==> src/rtl/wlc_pkg.sv <==
`timescale 1ns / 1ps
`default_nettype none
package wlc_pkg;
  localparam int SetCount = 256;
  localparam int WayCount = 4;
  localparam int LineOffsetBits = 6;
  localparam int AddressBits = 48;
  localparam int SetBits = $clog2(SetCount);
  localparam int WayBits = (WayCount > 1) ? $clog2(WayCount) : 1;
  localparam int TagBits = AddressBits - LineOffsetBits - SetBits;

  typedef enum logic [1:0] {
    ACT_READ  = 2'd0,
    ACT_WRITE = 2'd1,
    ACT_FLUSH = 2'd2,
    ACT_NONE  = 2'd3
  } action_e;

  typedef enum logic [1:0] {
    ST_INVALID   = 2'd0,
    ST_EXCLUSIVE = 2'd1,
    ST_MODIFIED  = 2'd2,
    ST_SPARE     = 2'd3
  } status_e;

  typedef enum logic [0:0] {
    REG_CPU  = 1'b0,
    REG_EMIT = 1'b1
  } reg_e;

  typedef enum logic [2:0] {
    S_IDLE,
    S_CLEAR,
    S_READ,
    S_UPDATE,
    S_WB,
    S_FILL
  } state_e;

  // controller to datapath
  typedef struct packed {
    logic load;
    logic read_set;
    logic clear_row;
    logic update;
    logic show_wb;
    logic show_fill;
  } ctl_cmd_t;

  // datapath to controller
  typedef struct packed {
    logic clear_done;
    logic ignore;
    logic need_wb;
    logic need_fill;
  } ctl_sts_t;
endpackage
`default_nettype wire

==> src/rtl/wlc_ctrl.sv <==
`timescale 1ns / 1ps
`default_nettype none
module wlc_ctrl (
  input  wire logic              clk_i,
  input  wire logic              rst_ni,
  input  wire logic              in_valid_i,
  output logic                   in_ready_o,
  output logic                   out_valid_o,
  input  wire logic              out_ready_i,
  output wlc_pkg::ctl_cmd_t      cmd_o,
  input  wire wlc_pkg::ctl_sts_t sts_i
);
  import wlc_pkg::*;

  state_e state_q, state_d;

  always_ff @(posedge clk_i or negedge rst_ni) begin
    if (!rst_ni) begin
      state_q <= S_CLEAR;
    end else begin
      state_q <= state_d;
    end
  end

  always_comb begin
    state_d = state_q;
    unique case (state_q)
      S_CLEAR: if (sts_i.clear_done) state_d = S_IDLE;
      S_IDLE: if (in_valid_i) state_d = S_READ;
      S_READ: state_d = S_UPDATE;
      S_UPDATE: begin
        priority if (sts_i.ignore) state_d = S_IDLE;
        else if (sts_i.need_wb) state_d = S_WB;
        else if (sts_i.need_fill) state_d = S_FILL;
        else state_d = S_IDLE;
      end
      S_WB: if (out_ready_i) state_d = sts_i.need_fill ? S_FILL : S_IDLE;
      S_FILL: if (out_ready_i) state_d = S_IDLE;
      default: state_d = S_IDLE;
    endcase
  end

  always_comb begin
    cmd_o = '0;
    in_ready_o = 1'b0;
    out_valid_o = 1'b0;
    unique case (state_q)
      S_CLEAR: cmd_o.clear_row = 1'b1;
      S_IDLE: begin
        in_ready_o = 1'b1;
        cmd_o.load = in_valid_i;
      end
      S_READ: cmd_o.read_set = 1'b1;
      S_UPDATE: cmd_o.update = 1'b1;
      S_WB: begin
        out_valid_o = 1'b1;
        cmd_o.show_wb = 1'b1;
      end
      S_FILL: begin
        out_valid_o = 1'b1;
        cmd_o.show_fill = 1'b1;
      end
      default: ;
    endcase
  end
endmodule
`default_nettype wire

==> config.mk <==
export PLATFORM = sky130hd
export DESIGN_NAME = wlc_ctrl
export DESIGN_NICKNAME = d
export VERILOG_FILES = /design/src/rtl/wlc_pkg.sv /design/src/rtl/wlc_ctrl.sv
export SDC_FILE = /design/constraint.sdc
export NUM_CORES = 1
export LEC_CHECK = 0
export BUFFER_PORTS_ARGS = -buffer_cell sky130_fd_sc_hd__buf_4
export CORE_AREA = 2 2 39 41
export CTS_CLUSTER_SIZE = 8
export DETAILED_ROUTE_END_ITERATION = 10
export DIE_AREA = 0 0 41 43
export HOLD_SLACK_MARGIN = 0.15
export PLACE_DENSITY = 0.51
export SLEW_MARGIN = 20
export SYNTH_ARGS = -nofsm -noshare
export SYNTH_HDL_FRONTEND = slang
export SYNTH_SLANG_ARGS = --single-unit
export TNS_END_PERCENT = 20
==> constraint.sdc <==
create_clock -name clk_i -period 2.7 [get_ports clk_i]
set_clock_uncertainty 0.15 [all_clocks]
set_input_delay 0.405 -clock clk_i [delete_from_list [all_inputs] [get_ports clk_i]]
set_output_delay 0.405 -clock clk_i [all_outputs]
set_load 0.03 [all_outputs]
==> metrics.md, run 1 <==
| Metric | Value |
|---|---|
| Sw Share | 47.8% |
| Sequential share of power | 23.7% |
| Area grow syn2layout | 63.3% |
| R2R cell count | 4 |
| Top reg by flops | state_q |
| WL final | 645 µm |
| Biggest registers after layout | state_q (3) |
| Status | complete, no violations |
| Number of synthesized register bits | 3 |
| P_leak | 0.200 nW |
| Sum Neg Setup Slack | 0 ps |
| Crit Path Class | flop to output pin |
| GPL Wtd Cong | 0.752 |
| EDFF count, synth | 0 |
| YS warnings | 0 |
| TritonCTS clock tree | built |
| Largest net degree at the start of global routing | 10 |
| DIE AREA | 1760 µm² |
| Design area | 407 µm² |
| DPL Wire Length | 509 µm |
| Clk pin slew, worst setup/hold paths | 40 ps |
| Final period utilization | 70.0% |
| Global-route wire length before repair | 1.08 mm |
| Ports | 16 |
| DRT Pass-1 Iters | 4 |
| Final worst slack | 810 ps |
| Maximum VDD drop | 0.468 mV |
| Sequential share of the synthesized area | 30.7% |
| Post-synthesis cell area | 249 µm² |
| Initial core utilization | 18.0% |
| Asr flop ratio synth | 100% |
| Residual DRC | 0 |
| Synth top area share | 20.1% |
| Max-slew violations | 0 |
| Grt ovf | 0 |
| Port Buffers | 15 |
| Minimum clock period | 1890 ps |
| Die W | 41 µm |
| Worst Hold Depth | 3 |
| Critical Path Start Type | flop |
| Hold Crit Class | input port to flop |
| Die Y | 43 µm |
| RSZ-0062 raised after global routing | no |
| Avg WL per Cell | 9.77 µm |
| Via count | 273 |
| Inserted Clock Buffers | 3 |
| Layout cells sized above 1 | 44.0% |
| Gr usage total | 9.66% |
| # clock sinks | 3 |
| Iteration-0 DRC count of the detailed router | 2 |
| CP Capture Type | output pin |
| Number of fill cells | 159 |
| Hold Fails Final Rpt | 0 |
| Fmax | 529 MHz |
| Number of inserted diodes | 0 |
| Slew headroom | 82.1% |
| Longest Clk Path Bufs | 2 |
| Sw power | 0.215 mW |
| Post-synth top area cell | dfrtp_1 |
| FP Rows | 14 |
| Core footprint | 1380 µm² |
| Cell-internal power | 0.234 mW |
| Top post-synthesis cells by area | dfrtp_1 (20%), nor2_1 (12%), dfstp_2 (11%) |
| Power Density | 1100 nW/µm² |
| Max reg flops | 3 |
| Antenna-violating nets left | 0 |
| Setup-failing EPs final | 0 |
| Combinational share of power | 58.2% |
| Ys flop type | dfrtp_1 |
| Dpl cell area | 370 µm² |
| Syn Nets | 39 |
| Peak fanout along the critical path | 7 |
| WP data arrival | 1340 ps |
| CTS resizes | 0 |
| Initial antenna violation count | 0 |
| MaxCap Viol Count | 0 |
| Final net count | 59 |
| Sequential cell area | 76.3 µm² |
| DR vias/cell | 4.14 |
| Clock share of power | 18.1% |
| # hold bufs at CTS | 1 |
| Footprint of the multi-input gates | 154 µm² |
| Setup slack at placement | 1040 ps |
| Commonest cells post-synth | nor2_1 (8), a21oi_1 (3) |
| Synth Instances | 31 |
| Post-synth cell types | 18 |
| Mean Syn Cell Area | 8.03 µm² |
| CTS H-tree depth | 1 |
| Critical Path RT | 2140 ps |
| Count leader, synth | nor2_1 |
| Setup bufs post-CTS | 0 |
| Vias in the first global route | 268 |
| Clk_lat worst skew | 240 ps |
| Actual slew at the worst max-slew pin | 266 ps |
| Root buf cell | clkbuf_4 |
==> cells by family after synthesis <==
family / count (synthesis) / synth area share (%)
AND/OR/NAND/NOR: 17 / 40.2
AO/OA/AOI/OAI: 8 / 21.6
flip-flops: 3 / 30.7
buffers and inverters: 3 / 7.54
==> metal layers <==
metal  share of wire [%]  GRT usage, %
met1                  47          12.3
met3                 9.1          2.09
met4                 2.5          10.0
met2                  41          12.2
met5                   0             0
==> per-stage QoR <==
step / instances / hold slack (ps) / power (mW) / util [%]
floorplan: 31 / -40.6 / 0.285 / -
global placement: 61 / 45.9 / 0.374 / 26.8
detailed placement: 61 / 45.9 / 0.372 / 26.8
CTS: 66 / 301 / 0.458 / 29.4
global route: 66 / 323 / 0.486 / 29.4
finish: 66 / 302 / 0.449 / 29.4
==> worst paths after layout <==
check	from	slack [ps]	endpoint
worst max-delay path	state_q[0]$_DFFE_PN1P_	810	cmd_o[3]
min in group asynchronous	rst_ni	350	state_q[1]$_DFFE_PN0P_
worst min register to register	state_q[2]$_DFFE_PN0P_	440	state_q[1]$_DFFE_PN0P_
worst max register to register	state_q[0]$_DFFE_PN1P_	1300	state_q[2]$_DFFE_PN0P_
max in group asynchronous	rst_ni	1860	state_q[0]$_DFFE_PN1P_
worst min-delay path	in_valid_i	300	state_q[1]$_DFFE_PN0P_
==> cell type report <==
type | count | area share [%]
multi-input combinational | 25 | 37.8
clock buffer | 4 | 6.46
tap | 16 | 4.92
inverter | 2 | 1.85
timing repair buffer | 16 | 30.2
sequential | 3 | 18.8
==> power by group through the flow <==
stage | sequential [mW] | clock (mW) | combinational (mW)
2_1_floorplan | 0.0950 | 0 | 0.190
3_3_place_gp | 0.107 | 0 | 0.267
3_5_place_dp | 0.107 | 0 | 0.264
4_1_cts | 0.107 | 0.0853 | 0.266
5_1_grt | 0.112 | 0.0882 | 0.286
6_report | 0.106 | 0.0812 | 0.261
==> placed cells by master, fill, tap and decap left out, types with 2 or more instances in the layout <==
cell type  Yosys  final
and2_1         2      2
nor3_1         2      2
clkbuf_4       0      3
dfrtp_1        2      2
buf_4          0     15
nor2_1         8      8
a21oi_1        3      3
inv_1          2      2
==> worst max-delay path, cell delays in order (launching register included) <==
cell	delay [ps]
dfstp_2	590
or2b_1	260
nor2_1	90
buf_4	160
(Power assumes the default switching activity.)
==> run 2: changes to the inputs <==
Clock period 2.7 ns to 1.9 ns, I/O delays scaled along.
==> run 2 against run 1 <==
Worst hold slack got worse by 100 ps; via count decreased by 3.3%; design area increased by 1.2%; global-route usage decreased by 1.2 points; sequential cell count unchanged; combinational power increased by 44%; highest routed layer is now met3.
==> metrics.md, run 2 (synthesis results as in run 1) <==
| Metric | Value |
|---|---|
| Status | complete, no violations |
| RSZ-0062 raised after global routing | no |
| Slowest cell on the critical path | dfstp_2 |
| Reg2reg setup slack | 470 ps |
| Critical Path RT | 1460 ps |
| GRT met1 Usage | 10.7% |
| Core footprint | 1380 µm² |
| DR vias/cell | 4.00 |
| Minimum clock period | 1780 ps |
| Area grow syn2layout | 65.3% |
| # clock sinks | 3 |
| Worst path cell trace | or2b_1 -> nor2_1 -> buf_4 |
| FP Rows | 14 |
| GR peak layer | met1 |
| P_leak | 0.202 nW |
| Clk_lat worst skew | 230 ps |
| Setup slack at placement | 368 ps |
| Final period utilization | 93.8% |
| GPL Wtd Cong | 0.728 |
| Die W | 41 µm |
| Worst r2r src | state_q[0]$_DFFE_PN1P_ |
| Actual slew at the worst max-slew pin | 260 ps |
| Met3 usage | 3.14% |
| CP Capture Type | output pin |
| Global-route wire length before repair | 952 µm |
| Max reg flops | 3 |
| Initial core utilization | 18.0% |
| Root buf cell | clkbuf_4 |
| CP endpoint | cmd_o[3] |
| WP data arrival | 1350 ps |
| Number of inserted diodes | 0 |
| Iteration-0 DRC count of the detailed router | 0 |
| CTS H-tree depth | 1 |
| Top delay family on crit path | flip-flops |
| Critical Path Max Stage Delay | 600 ps |
| Initial antenna violation count | 0 |
| Layout cells sized above 1 | 46.0% |
| Hold Fails Final Rpt | 0 |
| Maximum VDD drop | 0.582 mV |
| Grt ovf | 0 |
| Die Y | 43 µm |
| DPL Wire Length | 475 µm |
| R2R cell count | 4 |
| Most common cell after layout, fill and taps aside | buf_4 |
| Ports | 16 |
| Tot Pwr | 0.641 mW |
| Crit Path Class | flop to output pin |
| Gr usage total | 8.45% |
| Sum Neg Setup Slack | 0 ps |
| Antenna-violating nets left | 0 |
| Finished Core Util | 29.7% |
| Peak fanout along the critical path | 7 |
| Residual DRC | 0 |
| CTS resizes | 0 |
| WL final | 601 µm |
| GRT met2 Usage | 10.3% |
| Fmax | 561 MHz |
| Largest net degree at the start of global routing | 10 |
| MaxCap Viol Count | 0 |
| Setup bufs post-CTS | 0 |
| Longest Clk Path Bufs | 2 |
| Via count | 264 |
| DRT Pass-1 Iters | 1 |
| Inserted Clock Buffers | 3 |
| Slew headroom | 82.6% |
| Vias in the first global route | 226 |
| Avg WL per Cell | 9.11 µm |
| DIE AREA | 1760 µm² |
| TritonCTS clock tree | built |
| Port Buffers | 15 |
| Power Density | 1560 nW/µm² |
| Final net count | 59 |
| CP Depth | 3 |
| Most frequent cells in the layout | buf_4 (15), nor2_1 (8), a21oi_1 (3), clkbuf_4 (3) |
| Critical Path Start Type | flop |
| Setup-failing EPs final | 0 |
| Biggest registers after layout | state_q (3) |
| Top reg by flops | state_q |
| Max-slew violations | 0 |
| Clk pin slew, worst setup/hold paths | 40 ps |
| CP bufs+invs | 1 |
| Reg2reg end | state_q[2]$_DFFE_PN0P_ |
| Final worst slack | 117 ps |
| Hold Crit Class | input port to flop |
| Crit path from | state_q[0]$_DFFE_PN1P_ |
## run 2: cell count changes in the layout (fill, tap and decap cells not counted)
cell	delta
nor3_2	+1
nor3_1	-1
## run 2: layout make-up
type                    count  area (µm²)
well taps                  16        20.0
multi-input cells          25         159
clock buffers               4        26.3
fillers                   148         972
inverters                   2        7.51
flip-flops and latches      3        76.3
repair buffers             16         123
## run 2: what timing repair did
| item | in CTS | in global routing |
|---|---|---|
| hold buffers | 1 | 0 |
| endpoints found under the setup margin | 0 | 0 |
| endpoints found under the hold margin | 3 | 0 |
## run 2: metal layers
layer  vias to the layer above  share of wire (%)
met5                         -                  0
met4                         0                  0
met3                         0                4.7
met2                         5                 50
met1                       115                 45
li1                        144                  -
## run 2: tightest hold or removal path, delay by kind of cell
kind / cells / cell delay (ps)
AOI/OAI and AO/OA: 1 / 120
buffers and inverters: 2 / 120
## run 2: power by group
group | leakage [nW] | switching [mW] | internal (mW) | total, mW
logic | 0.152 | 0.216 | 0.159 | 0.375
clock network | 0.0150 | 0.0330 | 0.0787 | 0.112
registers | 0.0358 | 0.0566 | 0.0978 | 0.154
total | 0.202 | 0.305 | 0.336 | 0.641
## run 2: worst min-delay path by stage
stage	end	start	slack [ps]	cells past startpoint
floorplan	state_q[1]$_DFFE_PN0P_	rst_ni	-160	0
global placement	state_q[2]$_DFFE_PN0P_	rst_ni	-80	1
detailed placement	state_q[1]$_DFFE_PN0P_	rst_ni	-80	1
CTS	state_q[2]$_DFFE_PN0P_	out_ready_i	200	3
global route	state_q[2]$_DFFE_PN0P_	rst_ni	210	2
finish	state_q[2]$_DFFE_PN0P_	out_ready_i	200	3
## run 2: per-stage QoR
stage	hold slack (ps)	cells	instance area, µm²
6_report	198	66	412
3_5_place_dp	-75.4	61	375
3_3_place_gp	-75.5	61	375
5_1_grt	206	66	412
4_1_cts	197	66	412
2_1_floorplan	-161	31	254
